==> src/rtl/core/websocket_frame_receiver_defines.svh <==
// assertion macros shared by the receiver modules
`ifndef WEBSOCKET_FRAME_RECEIVER_DEFINES_SVH
`define WEBSOCKET_FRAME_RECEIVER_DEFINES_SVH

`ifndef SYNTHESIS
`define WSR_ASSERT(lbl, prop, msg) \
  lbl: assert property (@(posedge clk) disable iff (!rst_n) prop) else $error(msg);
`define WSR_NEVER(lbl, cond, msg) \
  lbl: assert property (@(posedge clk) disable iff (!rst_n) !(cond)) else $error(msg);
`else
`define WSR_ASSERT(lbl, prop, msg)
`define WSR_NEVER(lbl, cond, msg)
`endif

`endif

==> src/rtl/core/wsr_pkg.sv <==
package wsr_pkg;

  // size of the chunk buffer in bytes
  localparam int MAX_FRAME_BYTES = 4096;

  localparam int CFG_W   = 13;
  localparam int LEN_W   = 13;
  localparam int CNT_W   = 13;
  localparam logic [CNT_W-1:0] CNT_MAX = '1;

  localparam logic CMD_BYTE      = 1'b0;
  localparam logic CMD_LINK_LOST = 1'b1;

  localparam logic KIND_BYTE   = 1'b0;
  localparam logic KIND_STATUS = 1'b1;

  localparam logic [3:0] OP_CONT  = 4'd0;
  localparam logic [3:0] OP_TEXT  = 4'd1;
  localparam logic [3:0] OP_BIN   = 4'd2;
  localparam logic [3:0] OP_CLOSE = 4'd8;
  localparam logic [3:0] OP_PING  = 4'd9;
  localparam logic [3:0] OP_PONG  = 4'd10;

  localparam logic [7:0] RSV_MASK   = 8'b0111_0000;
  localparam logic [6:0] LEN_CODE16 = 7'd126;
  localparam logic [6:0] LEN_CODE64 = 7'd127;

  localparam int FIFO_DEPTH = 4;
  localparam int FIFO_AW    = $clog2(FIFO_DEPTH);

  typedef enum logic [2:0] {
    PH_HDR0,
    PH_HDR1,
    PH_LEN16,
    PH_LEN64,
    PH_PAYLOAD,
    PH_DONE,
    PH_DRAIN
  } phase_t;

  typedef enum logic [2:0] {
    ST_DATA  = 3'd0,
    ST_PING  = 3'd1,
    ST_PONG  = 3'd2,
    ST_CLOSE = 3'd3,
    ST_ERROR = 3'd4,
    ST_LINK  = 3'd5
  } status_t;

  typedef struct packed {
    logic             kind;
    logic [7:0]       payload_byte;
    status_t          status;
    logic             msg_fin;
    logic [1:0]       msg_opcode;
    logic [LEN_W-1:0] frame_length;
    logic             run_last;
  } res_t;

  // results written into the output queue in the same cycle
  typedef struct packed {
    logic [1:0] cnt;
    res_t       r0;
    res_t       r1;
  } push_t;

endpackage

==> src/rtl/core/wsr_parser.sv <==
`include "websocket_frame_receiver_defines.svh"

module wsr_parser (
  input  logic                      clk,
  input  logic                      rst_n,
  input  logic                      in_valid,
  output logic                      in_stall,
  input  logic                      in_cmd,
  input  logic [7:0]                in_rx_byte,
  input  logic                      in_chunk_end,
  input  logic                      cfg_wr_en,
  input  logic [wsr_pkg::CFG_W-1:0] cfg_wr_data,
  input  logic                      space_ok,
  output wsr_pkg::push_t            push
);

  logic                      item_vld_r;
  logic                      item_cmd_r;
  logic [7:0]                item_byte_r;
  logic                      item_end_r;
  logic [wsr_pkg::CFG_W-1:0] max_payload_r;

  wsr_pkg::phase_t           phase_r, phase_nxt;
  logic                      frame_fin_r, frame_fin_nxt;
  logic [3:0]                frame_opcode_r, frame_opcode_nxt;
  logic [31:0]               payload_len_r, payload_len_nxt;
  logic [wsr_pkg::LEN_W-1:0] payload_count_r, payload_count_nxt;
  logic [wsr_pkg::CNT_W-1:0] chunk_count_r, chunk_count_nxt;
  logic                      error_seen_r, error_seen_nxt;
  logic                      last_fin_r, last_fin_nxt;
  logic [1:0]                last_opcode_r, last_opcode_nxt;

  logic                      take;
  logic [wsr_pkg::CFG_W-1:0] limit;
  logic [wsr_pkg::CNT_W-1:0] cc_inc;

  assign take     = item_vld_r && space_ok;
  assign in_stall = item_vld_r && !space_ok;
  assign limit    = (32'(max_payload_r) > 32'(wsr_pkg::MAX_FRAME_BYTES))
                  ? wsr_pkg::CFG_W'(wsr_pkg::MAX_FRAME_BYTES) : max_payload_r;
  assign cc_inc   = (chunk_count_r != wsr_pkg::CNT_MAX)
                  ? chunk_count_r + wsr_pkg::CNT_W'(1) : chunk_count_r;

  // input register
  always_ff @(posedge clk) begin
    if (!rst_n) begin
      item_vld_r <= 1'b0;
    end else if (!in_stall) begin
      item_vld_r <= in_valid;
    end
    if (in_valid && !in_stall) begin
      item_cmd_r  <= in_cmd;
      item_byte_r <= in_rx_byte;
      item_end_r  <= in_chunk_end;
    end
  end

  always_ff @(posedge clk) begin
    if (!rst_n) begin
      max_payload_r <= wsr_pkg::CFG_W'(4096);
    end else if (cfg_wr_en) begin
      max_payload_r <= cfg_wr_data;
    end
  end

  always_ff @(posedge clk) begin
    if (!rst_n) begin
      phase_r         <= wsr_pkg::PH_HDR0;
      frame_fin_r     <= 1'b0;
      frame_opcode_r  <= '0;
      payload_len_r   <= '0;
      payload_count_r <= '0;
      chunk_count_r   <= '0;
      error_seen_r    <= 1'b0;
      last_fin_r      <= 1'b1;
      last_opcode_r   <= '0;
    end else begin
      phase_r         <= phase_nxt;
      frame_fin_r     <= frame_fin_nxt;
      frame_opcode_r  <= frame_opcode_nxt;
      payload_len_r   <= payload_len_nxt;
      payload_count_r <= payload_count_nxt;
      chunk_count_r   <= chunk_count_nxt;
      error_seen_r    <= error_seen_nxt;
      last_fin_r      <= last_fin_nxt;
      last_opcode_r   <= last_opcode_nxt;
    end
  end

  always_comb begin
    logic                      err;
    logic                      hdr_done;
    logic                      op_ok;
    wsr_pkg::res_t             st;

    phase_nxt         = phase_r;
    frame_fin_nxt     = frame_fin_r;
    frame_opcode_nxt  = frame_opcode_r;
    payload_len_nxt   = payload_len_r;
    payload_count_nxt = payload_count_r;
    chunk_count_nxt   = chunk_count_r;
    error_seen_nxt    = error_seen_r;
    last_fin_nxt      = last_fin_r;
    last_opcode_nxt   = last_opcode_r;
    push              = '0;
    err               = 1'b0;
    hdr_done          = 1'b0;
    st                = '0;
    op_ok = (item_byte_r[3:0] <= wsr_pkg::OP_BIN)
         || (item_byte_r[3:0] >= wsr_pkg::OP_CLOSE && item_byte_r[3:0] <= wsr_pkg::OP_PONG);

    if (take) begin
      if (item_cmd_r == wsr_pkg::CMD_LINK_LOST) begin
        phase_nxt         = wsr_pkg::PH_HDR0;
        frame_fin_nxt     = 1'b0;
        frame_opcode_nxt  = '0;
        payload_len_nxt   = '0;
        payload_count_nxt = '0;
        chunk_count_nxt   = '0;
        error_seen_nxt    = 1'b0;
        last_fin_nxt      = 1'b1;
        last_opcode_nxt   = '0;
        push.cnt          = 2'd1;
        push.r0.kind      = wsr_pkg::KIND_STATUS;
        push.r0.status    = wsr_pkg::ST_LINK;
        push.r0.run_last  = 1'b1;
      end else begin
        chunk_count_nxt = cc_inc;
        case (phase_r)
          wsr_pkg::PH_HDR0: begin
            frame_fin_nxt    = item_byte_r[7];
            frame_opcode_nxt = item_byte_r[3:0];
            if ((item_byte_r & wsr_pkg::RSV_MASK) != 8'd0) begin
              err = 1'b1;
            end else if (!op_ok) begin
              err = 1'b1;
            end else if ((item_byte_r[3:0] == wsr_pkg::OP_TEXT
                       || item_byte_r[3:0] == wsr_pkg::OP_BIN) && !last_fin_r) begin
              err = 1'b1;
            end else begin
              phase_nxt = wsr_pkg::PH_HDR1;
            end
          end
          wsr_pkg::PH_HDR1: begin
            if (item_byte_r[7]) begin
              err = 1'b1;
            end else begin
              payload_len_nxt   = '0;
              payload_count_nxt = '0;
              if (item_byte_r[6:0] == wsr_pkg::LEN_CODE16) begin
                phase_nxt = wsr_pkg::PH_LEN16;
              end else if (item_byte_r[6:0] == wsr_pkg::LEN_CODE64) begin
                phase_nxt = wsr_pkg::PH_LEN64;
              end else begin
                payload_len_nxt = 32'(item_byte_r[6:0]);
                hdr_done        = 1'b1;
              end
            end
          end
          wsr_pkg::PH_LEN16: begin
            payload_len_nxt   = {16'd0, payload_len_r[7:0], item_byte_r};
            payload_count_nxt = payload_count_r + wsr_pkg::LEN_W'(1);
            if (payload_count_nxt >= wsr_pkg::LEN_W'(2)) begin
              hdr_done = 1'b1;
            end
          end
          wsr_pkg::PH_LEN64: begin
            // the upper four length bytes must be zero
            if (payload_count_r < wsr_pkg::LEN_W'(4) && item_byte_r != 8'd0) begin
              err = 1'b1;
            end else begin
              if (payload_count_r >= wsr_pkg::LEN_W'(4)) begin
                payload_len_nxt = {payload_len_r[23:0], item_byte_r};
              end
              payload_count_nxt = payload_count_r + wsr_pkg::LEN_W'(1);
              if (payload_count_nxt >= wsr_pkg::LEN_W'(8)) begin
                hdr_done = 1'b1;
              end
            end
          end
          wsr_pkg::PH_PAYLOAD: begin
            push.cnt             = 2'd1;
            push.r0.kind         = wsr_pkg::KIND_BYTE;
            push.r0.payload_byte = item_byte_r;
            payload_count_nxt    = payload_count_r + wsr_pkg::LEN_W'(1);
            if (payload_count_nxt >= payload_len_r[wsr_pkg::LEN_W-1:0]) begin
              phase_nxt = wsr_pkg::PH_DONE;
            end
          end
          default: begin
          end
        endcase

        if (hdr_done) begin
          payload_count_nxt = '0;
          if (payload_len_nxt > 32'(limit)) begin
            err = 1'b1;
          end else if (payload_len_nxt != 32'd0) begin
            phase_nxt = wsr_pkg::PH_PAYLOAD;
          end else begin
            phase_nxt = wsr_pkg::PH_DONE;
          end
        end
        if (err) begin
          error_seen_nxt = 1'b1;
          phase_nxt      = wsr_pkg::PH_DRAIN;
        end

        if (item_end_r) begin
          st.kind     = wsr_pkg::KIND_STATUS;
          st.run_last = 1'b1;
          if (error_seen_nxt || phase_nxt != wsr_pkg::PH_DONE || cc_inc > limit) begin
            st.status = wsr_pkg::ST_ERROR;
          end else if (frame_opcode_nxt == wsr_pkg::OP_CLOSE) begin
            st.status = wsr_pkg::ST_CLOSE;
          end else if (frame_opcode_nxt == wsr_pkg::OP_PING) begin
            st.status = wsr_pkg::ST_PING;
          end else if (frame_opcode_nxt == wsr_pkg::OP_PONG) begin
            st.status = wsr_pkg::ST_PONG;
          end else begin
            if (frame_opcode_nxt != wsr_pkg::OP_CONT) begin
              last_opcode_nxt = frame_opcode_nxt[1:0];
            end
            last_fin_nxt    = frame_fin_nxt;
            st.status       = wsr_pkg::ST_DATA;
            st.msg_fin      = last_fin_nxt;
            st.msg_opcode   = last_opcode_nxt;
            st.frame_length = payload_len_nxt[wsr_pkg::LEN_W-1:0];
          end
          if (push.cnt == 2'd1) begin
            push.cnt = 2'd2;
            push.r1  = st;
          end else begin
            push.cnt = 2'd1;
            push.r0  = st;
          end
          phase_nxt         = wsr_pkg::PH_HDR0;
          frame_fin_nxt     = 1'b0;
          frame_opcode_nxt  = '0;
          payload_len_nxt   = '0;
          payload_count_nxt = '0;
          chunk_count_nxt   = '0;
          error_seen_nxt    = 1'b0;
        end
      end
    end
  end

  `WSR_NEVER(a_err_drain, error_seen_r && phase_r != wsr_pkg::PH_DRAIN, "error without drain")
  `WSR_ASSERT(a_end_rearm, take && item_end_r |=> phase_r == wsr_pkg::PH_HDR0 && chunk_count_r == '0, "chunk end did not rearm")
  `WSR_ASSERT(a_link_clear, take && item_cmd_r == wsr_pkg::CMD_LINK_LOST |=> last_fin_r && !error_seen_r, "link lost did not clear")

endmodule

==> src/rtl/core/wsr_out_fifo.sv <==
`include "websocket_frame_receiver_defines.svh"

module wsr_out_fifo (
  input  logic                  clk,
  input  logic                  rst_n,
  input  wsr_pkg::push_t        push,
  output logic                  space_ok,
  output logic                  out_valid,
  input  logic                  out_stall,
  output wsr_pkg::res_t         head
);

  wsr_pkg::res_t                mem_r [wsr_pkg::FIFO_DEPTH];
  logic [wsr_pkg::FIFO_AW-1:0]  wr_ptr_r, rd_ptr_r;
  logic [wsr_pkg::FIFO_AW:0]    count_r;
  logic                         pop;

  // room for the worst case of two results per item
  assign space_ok  = count_r <= (wsr_pkg::FIFO_AW+1)'(wsr_pkg::FIFO_DEPTH - 2);
  assign out_valid = count_r != '0;
  assign pop       = out_valid && !out_stall;
  assign head      = mem_r[rd_ptr_r];

  always_ff @(posedge clk) begin
    if (push.cnt != 2'd0) begin
      mem_r[wr_ptr_r] <= push.r0;
    end
    if (push.cnt == 2'd2) begin
      mem_r[wr_ptr_r + wsr_pkg::FIFO_AW'(1)] <= push.r1;
    end
  end

  always_ff @(posedge clk) begin
    if (!rst_n) begin
      wr_ptr_r <= '0;
      rd_ptr_r <= '0;
      count_r  <= '0;
    end else begin
      wr_ptr_r <= wr_ptr_r + wsr_pkg::FIFO_AW'(push.cnt);
      rd_ptr_r <= rd_ptr_r + wsr_pkg::FIFO_AW'(pop);
      count_r  <= count_r + (wsr_pkg::FIFO_AW+1)'(push.cnt)
                          - (wsr_pkg::FIFO_AW+1)'(pop);
    end
  end

  `WSR_NEVER(a_no_overflow, 32'(push.cnt) + 32'(count_r) > wsr_pkg::FIFO_DEPTH, "queue overflow")
  `WSR_NEVER(a_count_range, 32'(count_r) > wsr_pkg::FIFO_DEPTH, "queue count out of range")

endmodule

==> src/rtl/core/websocket_frame_receiver.sv <==
// websocket frame receiver: takes one received chunk a byte per item, expecting
// exactly one unmasked server frame in it, and sends payload bytes out as they
// arrive followed by one status item (data, ping, pong, close, error) on the
// chunk's last byte; a link-lost item gives a link-lost status and clears all
// parser state except max_payload. header checks: reserved bits, mask bit,
// opcode set, fragmentation order, zero upper length word, payload length and
// chunk size against min(max_payload, buffer size). one item is taken per
// cycle: the parser updates its registers in a single pass from the input
// register and writes one or two results into a four-entry output queue; the
// input side stalls only while that queue has fewer than two free entries, so
// the sustained rate is one item per cycle unless out_stall holds results back
// or a chunk's last payload byte and its status both leave in the same item.
// the user must write max_payload through cfg_wr_en/cfg_wr_data only while the
// block is idle; the block itself does not enforce this.
module websocket_frame_receiver (
  input  logic                      clk,
  input  logic                      rst_n,
  // item in
  input  logic                      in_valid,
  output logic                      in_stall,
  input  logic                      in_cmd,
  input  logic [7:0]                in_rx_byte,
  input  logic                      in_chunk_end,
  // configuration
  input  logic                      cfg_wr_en,
  input  logic [wsr_pkg::CFG_W-1:0] cfg_wr_data,
  // result item out
  output logic                      out_valid,
  input  logic                      out_stall,
  output logic                      out_kind,
  output logic [7:0]                out_payload_byte,
  output logic [2:0]                out_status,
  output logic                      out_msg_fin,
  output logic [1:0]                out_msg_opcode,
  output logic [wsr_pkg::LEN_W-1:0] out_frame_length,
  output logic                      out_run_last
);

  wsr_pkg::push_t push;
  wsr_pkg::res_t  head;
  logic           space_ok;

  // header/payload parser with its input register
  wsr_parser u_parser (
    .clk          (clk),
    .rst_n        (rst_n),
    .in_valid     (in_valid),
    .in_stall     (in_stall),
    .in_cmd       (in_cmd),
    .in_rx_byte   (in_rx_byte),
    .in_chunk_end (in_chunk_end),
    .cfg_wr_en    (cfg_wr_en),
    .cfg_wr_data  (cfg_wr_data),
    .space_ok     (space_ok),
    .push         (push)
  );

  // result queue decouples the two sides
  wsr_out_fifo u_out_fifo (
    .clk       (clk),
    .rst_n     (rst_n),
    .push      (push),
    .space_ok  (space_ok),
    .out_valid (out_valid),
    .out_stall (out_stall),
    .head      (head)
  );

  assign out_kind         = head.kind;
  assign out_payload_byte = head.payload_byte;
  assign out_status       = head.status;
  assign out_msg_fin      = head.msg_fin;
  assign out_msg_opcode   = head.msg_opcode;
  assign out_frame_length = head.frame_length;
  assign out_run_last     = head.run_last;

endmodule
==> config.mk <==
export PLATFORM = sky130hd
export DESIGN_NAME = websocket_frame_receiver
export DESIGN_NICKNAME = d
export VERILOG_FILES = /design/src/rtl/core/wsr_pkg.sv /design/src/rtl/core/wsr_parser.sv /design/src/rtl/core/wsr_out_fifo.sv /design/src/rtl/core/websocket_frame_receiver.sv
export VERILOG_INCLUDE_DIRS = /design/src /design/src/rtl/core
export SDC_FILE = /design/constraint.sdc
export NUM_CORES = 1
export LEC_CHECK = 0
export BUFFER_PORTS_ARGS = -buffer_cell sky130_fd_sc_hd__buf_2
export CAP_MARGIN = 30
export CELL_PAD_IN_SITES_DETAIL_PLACEMENT = 0
export CELL_PAD_IN_SITES_GLOBAL_PLACEMENT = 1
export CORE_ASPECT_RATIO = 1.1
export CORE_MARGIN = 3
export CORE_UTILIZATION = 49
export CTS_BUF_LIST = sky130_fd_sc_hd__clkbuf_16
export CTS_CLUSTER_SIZE = 40
export DETAILED_ROUTE_END_ITERATION = 16
export PLACE_DENSITY_LB_ADDON = 0.25
export SLEW_MARGIN = 25
export SYNTH_ARGS = -nofsm -noshare
export SYNTH_HDL_FRONTEND = slang
export SYNTH_SLANG_ARGS = --single-unit
export TNS_END_PERCENT = 100
==> constraint.sdc <==
create_clock -name clk -period 5.7 [get_ports clk]
set_clock_uncertainty 0.15 [all_clocks]
set_input_delay 0.57 -clock clk [delete_from_list [all_inputs] [get_ports clk]]
set_output_delay 0.57 -clock clk [all_outputs]
set_load 0.01 [all_outputs]
==> summary.txt, run 1 <==
Floorplanning
  • Initial Util: 50.61%
  • # IOs: 59
  • Die X: 151.2 um
  • Die area: 25070 sq um
  • Cell Rows: 57
  • Core Area: 22470 sq um
  • Die Y: 165.8 um

Placed design
  • Pre-CTS WS: 1.008 ns
  • Port bufs: 58
  • Hpwl dp: 20430 um
  • Gpl congestion: 0.9053

STA
  • Max Clk Rate: 0.2097 GHz
  • Max-slew headroom at the worst pin: 36.91%
  • Final Hold Fails: 0
  • Sum of negative setup slack: 0 ns
  • Max-slew violations: 0
  • Worst setup margin: 0.9307 ns
  • Worst Tran Pin Value: 0.9429 ns
  • Final period util: 83.67%
  • Unrepaired setup endpoints after global routing: false
  • Crit path time final: 4.769 ns
  • Final setup viols: 0

Synthesis
  • Synthesized Nets: 1236
  • Post-synth top area share: 24.83%
  • Synth Cell Area: 11370 sq um
  • Netlist cell types: 73
  • Area leader, netlist: edfxtp_1
  • Flops & latches, synth: 217
  • Register area share after synthesis: 46.48%
  • YS warnings: 0
  • Synth async-reset ratio: 0%
  • Largest cells by area after synthesis: edfxtp_1, dfxtp_1, mux4_2, ha_1, nand2_1
  • Mean post-synth cell area: 9.827 sq um
  • Post-synth EDFFs: 94
  • Gate Count Post-Synth: 1157
  • Top_reg_cell synth: dfxtp_1

Clock tree
  • CTS resizes: 0
  • Clock transition at path regs: 0.06 ns
  • CTS Buf Count: 23
  • CTS tree: built
  • Post-CTS Setup Inserts: 0
  • Clk Latency, worst-skew pair: 0.52 ns
  • # H-tree levels: 1
  • Sink Count: 217
  • Cts hold-fix bufs: 0
  • CTS root buf: clkbuf_16
  • Clk buf depth: 3

Drt
  • DR vias/cell: 5.839
  • Antenna-violating nets left: 0
  • Wirelength per Cell: 19.18 um
  • Initial DRC Count: 640
  • DRC Markers: 0
  • Final WL: 28670 um
  • Drt pass-1 iters: 7
  • Routed vias: 8729

Critical path
  • Worst r2r path cells: 13
  • Flop-to-flop setup slack: 0.93 ns
  • CP Data Required Time: 5.90 ns
  • Worst R2R Start: u_parser.payload_count_r[2]$_SDFFE_PN0P_
  • CP endpoint kind: flop
  • WP data arrival: 4.97 ns
  • Critical path type: reg -> reg
  • R2r endpoint: u_out_fifo.mem_r[3][11]$_DFFE_PP_
  • Worst setup SP type: flop
  • Crit path max fanout: 15

Global route
  • Largest net degree at the start of global routing: 45
  • Initial antenna violation count: 0
  • First-pass GRT wire length: 46740 um
  • Total GRT Usage: 22.95%
  • Total grt overflow: 0
  • Vias in the first global route: 8499

Power and ir drop
  • PD cells: 307.9 nW/um^2
  • Static Leak: 4.488 nW
  • VDD IR-drop max: 0.0002156 V

Layout
  • Ant. Diodes: 0
  • Fill cell count: 2003
  • Area Overhead vs Synth: 10.34%
  • Share of cells above drive strength 1: 13.33%
  • Fin nets: 1262

Run status
  • Status: complete, no violations

Min path
  • Worst Hold End: u_parser.item_byte_r[6]$_DFFE_PP_
  • HP Class: in -> reg
  • Worst hold stages: 1
  • HP Start: in_rx_byte[6]

Run
  • Max Cap Viol: 0
-- sequential cells by signal (all words and copies together), names as in the netlist, 3 cells and up --
name / flops
u_out_fifo.mem_r: 116
u_parser.chunk_count_r: 13
u_parser.payload_len_r: 32
u_parser.max_payload_r: 13
u_parser.item_byte_r: 8
u_out_fifo.count_r: 3
u_parser.payload_count_r: 13
u_parser.frame_opcode_r: 4
u_parser.phase_r: 3
-- cell families (layout without fill, tap and decap cells) --
group | Yosys count | after routing | synth area share (%)
buffers and inverters | 108 | 151 | 3.951
and+or+nand+nor | 470 | 470 | 20.47
muxes | 47 | 47 | 7.395
adders and majority gates | 51 | 51 | 5.678
AOI/OAI and AO/OA | 237 | 237 | 13.94
DFF | 217 | 217 | 46.48
xor gates and xnor gates | 27 | 27 | 2.080
-- synthesized netlist by cell type (all sizes together) (4+ instances only) --
cell / instances
nor3: 15
a22o: 11
a21boi: 9
xor2: 9
a21oi: 42
nor2: 119
mux4: 29
inv: 37
nor4: 23
a22oi: 38
edfxtp: 94
dfxtp: 123
o31ai: 4
buf: 14
o22ai: 13
nor2b: 67
or3: 8
nand3b: 4
clkbuf: 56
and2: 13
mux2i: 15
or4: 8
nand4: 18
o21a: 9
or2: 8
nand2: 132
a211o: 4
a21o: 10
a211oi: 4
xnor2: 18
ha: 50
and3: 6
nand2b: 5
o21ai: 63
nand3: 35
o211ai: 7
-- cell usage in the layout, fill, tap and decap left out, types with 18 or more instances in the layout --
cell / netlist / layout
nand3_1: 32 / 32
buf_2: 9 / 58
mux4_2: 29 / 29
nor4_1: 22 / 22
inv_1: 36 / 39
xnor2_1: 18 / 18
dfxtp_1: 123 / 121
nor2_1: 119 / 119
clkbuf_16: 0 / 23
nand2_1: 131 / 131
o21ai_0: 61 / 61
ha_1: 50 / 50
edfxtp_1: 94 / 94
a22oi_1: 38 / 38
a21oi_1: 42 / 42
nor2b_1: 67 / 67
nand4_1: 18 / 18
-- power breakdown --
part	switching [mW]	internal [mW]
Clock	0.615	0.827
Sequential	0.0602	1.68
Combinational	0.387	0.290
-- worst max-delay path by stage --
stage / endpoint / cells after the start / start / slack [ns]
2_1_floorplan: u_out_fifo.mem_r[0][10]$_DFFE_PP_ / 18 / u_parser.payload_count_r[2]$_SDFFE_PN0P_ / 1.45
3_3_place_gp: u_out_fifo.mem_r[3][16]$_DFFE_PP_ / 13 / u_parser.payload_count_r[2]$_SDFFE_PN0P_ / 1.17
3_5_place_dp: u_out_fifo.mem_r[1][14]$_DFFE_PP_ / 13 / u_parser.payload_count_r[2]$_SDFFE_PN0P_ / 1.01
4_1_cts: u_out_fifo.mem_r[1][14]$_DFFE_PP_ / 13 / u_parser.payload_count_r[2]$_SDFFE_PN0P_ / 0.97
5_1_grt: u_out_fifo.mem_r[1][14]$_DFFE_PP_ / 14 / u_parser.payload_count_r[2]$_SDFFE_PN0P_ / 0.59
6_report: u_out_fifo.mem_r[3][11]$_DFFE_PP_ / 13 / u_parser.payload_count_r[2]$_SDFFE_PN0P_ / 0.93
-- stage by stage --
stage | utilization, % | instances | instance area (sq um) | power, mW | hold slack [ns]
final | 55.85 | 1495 | 12550 | 3.862 | 0.08048
after floorplan | - | 1157 | 11370 | 2.245 | 0.2698
after CTS | 55.85 | 1495 | 12550 | 3.908 | 0.06075
after global routing | 55.85 | 1495 | 12550 | 4.050 | 0.05825
after global placement | 52.63 | 1453 | 11820 | 2.446 | 0.2783
after detailed placement | 52.63 | 1453 | 11820 | 2.458 | 0.2894
-- layout make-up --
type | count | area, sq um | area share [%]
repair buffers | 71 | 387.9 | 3.092
clock inverters | 19 | 147.6 | 1.177
flip-flops and latches | 217 | 5288 | 42.15
inverters | 38 | 142.6 | 1.137
clock buffers | 23 | 575.6 | 4.588
multi-input cells | 832 | 5635 | 44.92
well taps | 295 | 369.1 | 2.942
-- routing by layer --
layer	routed length [um]	track usage, %	share of wire [%]
met3	1451	3.002	5.1
met4	625	5.875	2.2
met2	13820	37.48	48
met1	12770	32.34	45
met5	0	0	0
-- critical path, stage by stage (launching register included) --
cell      delay [ns]
dfxtp_1         0.40
or4_1           0.55
nor4_1          0.56
or2_2           0.39
nand2_1         0.08
o21ai_0         0.20
ha_1            0.24
nand4_1         0.18
or4_1           0.58
o311a_1         0.17
nor3_2          0.21
mux2_4          0.32
o211ai_2        0.34
nor2_1          0.21
Power figures use the tool's default switching activity.
==> run 2: changes to the inputs <==
Settings changed: ABC_AREA set to 1, CORE_UTILIZATION 49 to 46.
Clock period 5.7 ns to 4.6 ns, I/O delays scaled along.
==> run 2 against run 1 <==
Effect of this change:
- first-iteration DRC count is 18% higher
- via count is 33% higher
- sequential share of layout area is 5.5 points lower
- clock power is 37% higher
- setup slack worse by 0.61 ns
- wire length is 26% higher
- synthesized cell count is 49% higher
- area after synthesis is 12% higher
- register-to-register slack worse by 0.61 ns
==> summary.txt, run 2 <==
Drt
  • Initial DRC Count: 752 (+18%)
  • Antenna-violating nets left: 0 (unchanged)
  • DRC Markers: 0 (unchanged)
  • Routed vias: 11630 (+33%)
  • Drt pass-1 iters: 5 (-2)
  • DR vias/cell: 5.370 (-8.0%)
  • Wirelength per Cell: 16.68 um (-13%)
  • Final WL: 36100 um (+26%)

Floorplanning
  • Initial Util: 46.95% (-3.7 points)
  • Core Area: 27040 sq um (+20%)
  • Die Y: 180.2 um (+8.7%)
  • Die X: 164.4 um (+8.7%)
  • Cell Rows: 63 (+11%)
  • Die area: 29630 sq um (+18%)
  • # IOs: 59 (unchanged)

Critical path
  • Critical path type: reg -> reg
  • R2r endpoint: u_out_fifo.mem_r[0][18]$_DFFE_PP_
  • Most used cell, CP: nand2_1
  • Worst r2r path cells: 26 (+13)
  • Slowest CP cell: dfxtp_1
  • Worst R2R Start: u_parser.chunk_count_r[0]$_SDFFE_PN0P_
  • Worst setup SP type: flop
  • CP Data Required Time: 4.84 ns (-1.06 ns)
  • CP max stage delay: 0.34 ns (-0.24 ns)
  • Critical Path Sink: u_out_fifo.mem_r[0][18]$_DFFE_PP_
  • CP Launch Point: u_parser.chunk_count_r[0]$_SDFFE_PN0P_
  • Crit path max fanout: 11 (-4)
  • CP endpoint kind: flop
  • Flop-to-flop setup slack: 0.32 ns (-0.61 ns)
  • WP data arrival: 4.52 ns (-0.45 ns)

STA
  • Final period util: 92.98% (+9.3 points)
  • Max-slew violations: 0 (unchanged)
  • Max Clk Rate: 0.2338 GHz (+12%)
  • Final Hold Fails: 0 (unchanged)
  • Worst Tran Pin Value: 0.8512 ns (-0.09164 ns)
  • Sum of negative setup slack: 0 ns (unchanged)
  • Unrepaired setup endpoints after global routing: false
  • Crit path time final: 4.277 ns (-0.4922 ns)
  • Max-slew headroom at the worst pin: 43.04% (+6.1 points)
  • Final setup viols: 0 (unchanged)

Global route
  • Total grt overflow: 0 (unchanged)
  • Initial antenna violation count: 0 (unchanged)
  • Met2 track demand over resource: 43.61% (+6.1 points)
  • Largest net degree at the start of global routing: 61 (+36%)
  • M1 GR Usage: 30.99% (-1.4 points)
  • Met3 usage: 2.621% (-0.38 points)
  • Vias in the first global route: 11280 (+33%)
  • Busiest layer in global routing: met2
  • First-pass GRT wire length: 58530 um (+25%)
  • Total GRT Usage: 24.30% (+1.4 points)

Synthesis
  • Mean post-synth cell area: 7.351 sq um (-25%)
  • Area leader, netlist: edfxtp_1
  • Synth async-reset ratio: 0% (unchanged)
  • Post-synth EDFFs: 94 (unchanged)
  • Flops & latches, synth: 217 (unchanged)
  • Top_reg_cell synth: dfxtp_1
  • Post-synth top area share: 22.24% (-2.6 points)
  • Most common library cells after synthesis: nand2_1, nor2_1, o21ai_0, dfxtp_1, inv_1
  • YS warnings: 0 (unchanged)
  • Top-count cell post-synth: nand2_1
  • Register area share after synthesis: 41.63% (-4.9 points)
  • Synthesized Nets: 1805 (+46%)
  • Synth Cell Area: 12690 sq um (+12%)
  • Gate Count Post-Synth: 1727 (+49%)
  • Largest cells by area after synthesis: edfxtp_1, dfxtp_1, nand2_1, nor2_1, o21ai_0
  • Netlist cell types: 51 (-30%)

Layout
  • Fill cell count: 2673 (+33%)
  • Share of cells above drive strength 1: 12.72% (-0.61 points)
  • Area Overhead vs Synth: 13.68%
  • Fin nets: 1868 (+48%)
  • Largest register FFs: 116 (unchanged)
  • Multi-input gate area: 6584 sq um (+17%)
  • Reg area: 5286 sq um (about the same)
  • Cell area after layout: 14430 sq um (+15%)
  • Largest regs: u_out_fifo.mem_r: 116 flops, u_parser.payload_len_r: 32 flops
  • Commonest non-fill, non-tap cell in the layout: nand2_1
  • Ant. Diodes: 0 (unchanged)
  • Biggest register: u_out_fifo.mem_r
  • Most frequent cells in the layout: nand2_1, nor2_1, o21ai_0

Min path
  • HP Start: cfg_wr_data[5]
  • HP Class: in -> reg

Clock tree
  • Sink Count: 217 (unchanged)
  • Clk buf depth: 3 (unchanged)
  • CTS Buf Count: 25 (+8.7%)
  • # H-tree levels: 1 (unchanged)
  • Clock transition at path regs: 0.06 ns (about the same)
  • Clk Latency, worst-skew pair: 0.53 ns (about the same)
  • CTS root buf: clkbuf_16
  • CTS tree: built

Placed design
  • Gpl congestion: 0.8566 (-5.4%)
  • Port bufs: 58 (unchanged)
  • Hpwl dp: 24530 um (+20%)
  • Placed Area: 13410 sq um (+13%)

Power and ir drop
  • Tot Pwr: 5.580 mW (+44%)
  • PD cells: 386.6 nW/um^2 (+26%)
  • Static Leak: 6.190 nW (+38%)
  • VDD IR-drop max: 0.0002791 V (+29%)

Run
  • Max Cap Viol: 0 (unchanged)

Run status
  • Status: complete, no violations
## run 2: kinds of logic (layout without fill, tap and decap cells)
kind of cell	count (synthesis)	in the layout	synth area share, %
and+or+nand+nor	929	929	32.70
xor gates and xnor gates	14	14	0.9659
AOI/OAI and AO/OA	302	302	12.76
adders and majority gates	50	50	4.987
DFF	217	217	41.63
buffers and inverters	215	296	6.948
## run 2: worst min-delay path by stage
stage                                                   end  slack (ns)  cells after the start
global route         u_parser.max_payload_r[5]$_SDFFE_PN0P_       0.007                      3
CTS                 u_parser.max_payload_r[12]$_SDFFE_PN1P_     0.00002                      3
global placement    u_parser.frame_opcode_r[2]$_SDFFE_PN0P_        0.30                      2
floorplan            u_parser.last_opcode_r[0]$_SDFFE_PN0P_        0.29                      2
detailed placement  u_parser.payload_len_r[29]$_SDFFE_PN0P_        0.31                      2
finish               u_parser.max_payload_r[5]$_SDFFE_PN0P_        0.02                      3
## run 2: metal layers
| layer | part of all wire, % | vias to the layer above |
|---|---|---|
| met2 | 51 | 294 |
| met5 | 0 | - |
| met3 | 5.0 | 71 |
| met1 | 42 | 5416 |
| li1 | - | 5845 |
| met4 | 2.5 | 0 |
## run 2: final cells by class
class,count,share of cell area (%)
multi-input combinational,1295,45.62
sequential,217,36.63
timing repair buffer,117,5.479
clock buffer,28,4.855
inverter,134,3.503
tap,357,3.095
clock inverter,17,0.8150
## run 2: what timing repair did
| item | CTS | global route |
|---|---|---|
| hold endpoints to repair | 14 | 0 |
| hold buffers | 14 | 0 |
| gates resized for setup | 0 | 11 |
| buffers inserted | 0 | 3 |
| endpoints found under the setup margin | 0 | 79 |
## run 2: through the flow
| stage | hold slack (ns) | utilization, % | std cells | setup slack, ns |
|---|---|---|---|---|
| 3_3_place_gp | 0.3003 | 49.42 | 2100 | 0.3429 |
| 5_1_grt | 0.007306 | 53.38 | 2165 | 0.01672 |
| 3_5_place_dp | 0.3058 | 49.60 | 2103 | 0.1723 |
| 6_report | 0.01603 | 53.38 | 2165 | 0.3228 |
| 4_1_cts | 0.00002265 | 53.14 | 2162 | 0.1430 |
| 2_1_floorplan | 0.2902 | - | 1727 | 0.7602 |
## run 2: power by group
group | total [mW] | internal [mW] | switching [mW]
clock network | 1.97 | 1.15 | 0.821
logic | 1.40 | 0.465 | 0.936
registers | 2.21 | 2.13 | 0.0768
total | 5.58 | 3.75 | 1.83
## run 2: worst max-delay path: cells and delay by family, from the launching register on
family	cells	cell delay, ns
xor gates and xnor gates	1	0.22
buffers and inverters	3	0.33
and+or+nand+nor	18	2.31
DFF	1	0.34
AOI/OAI and AO/OA	2	0.30
adders and majority gates	2	0.48
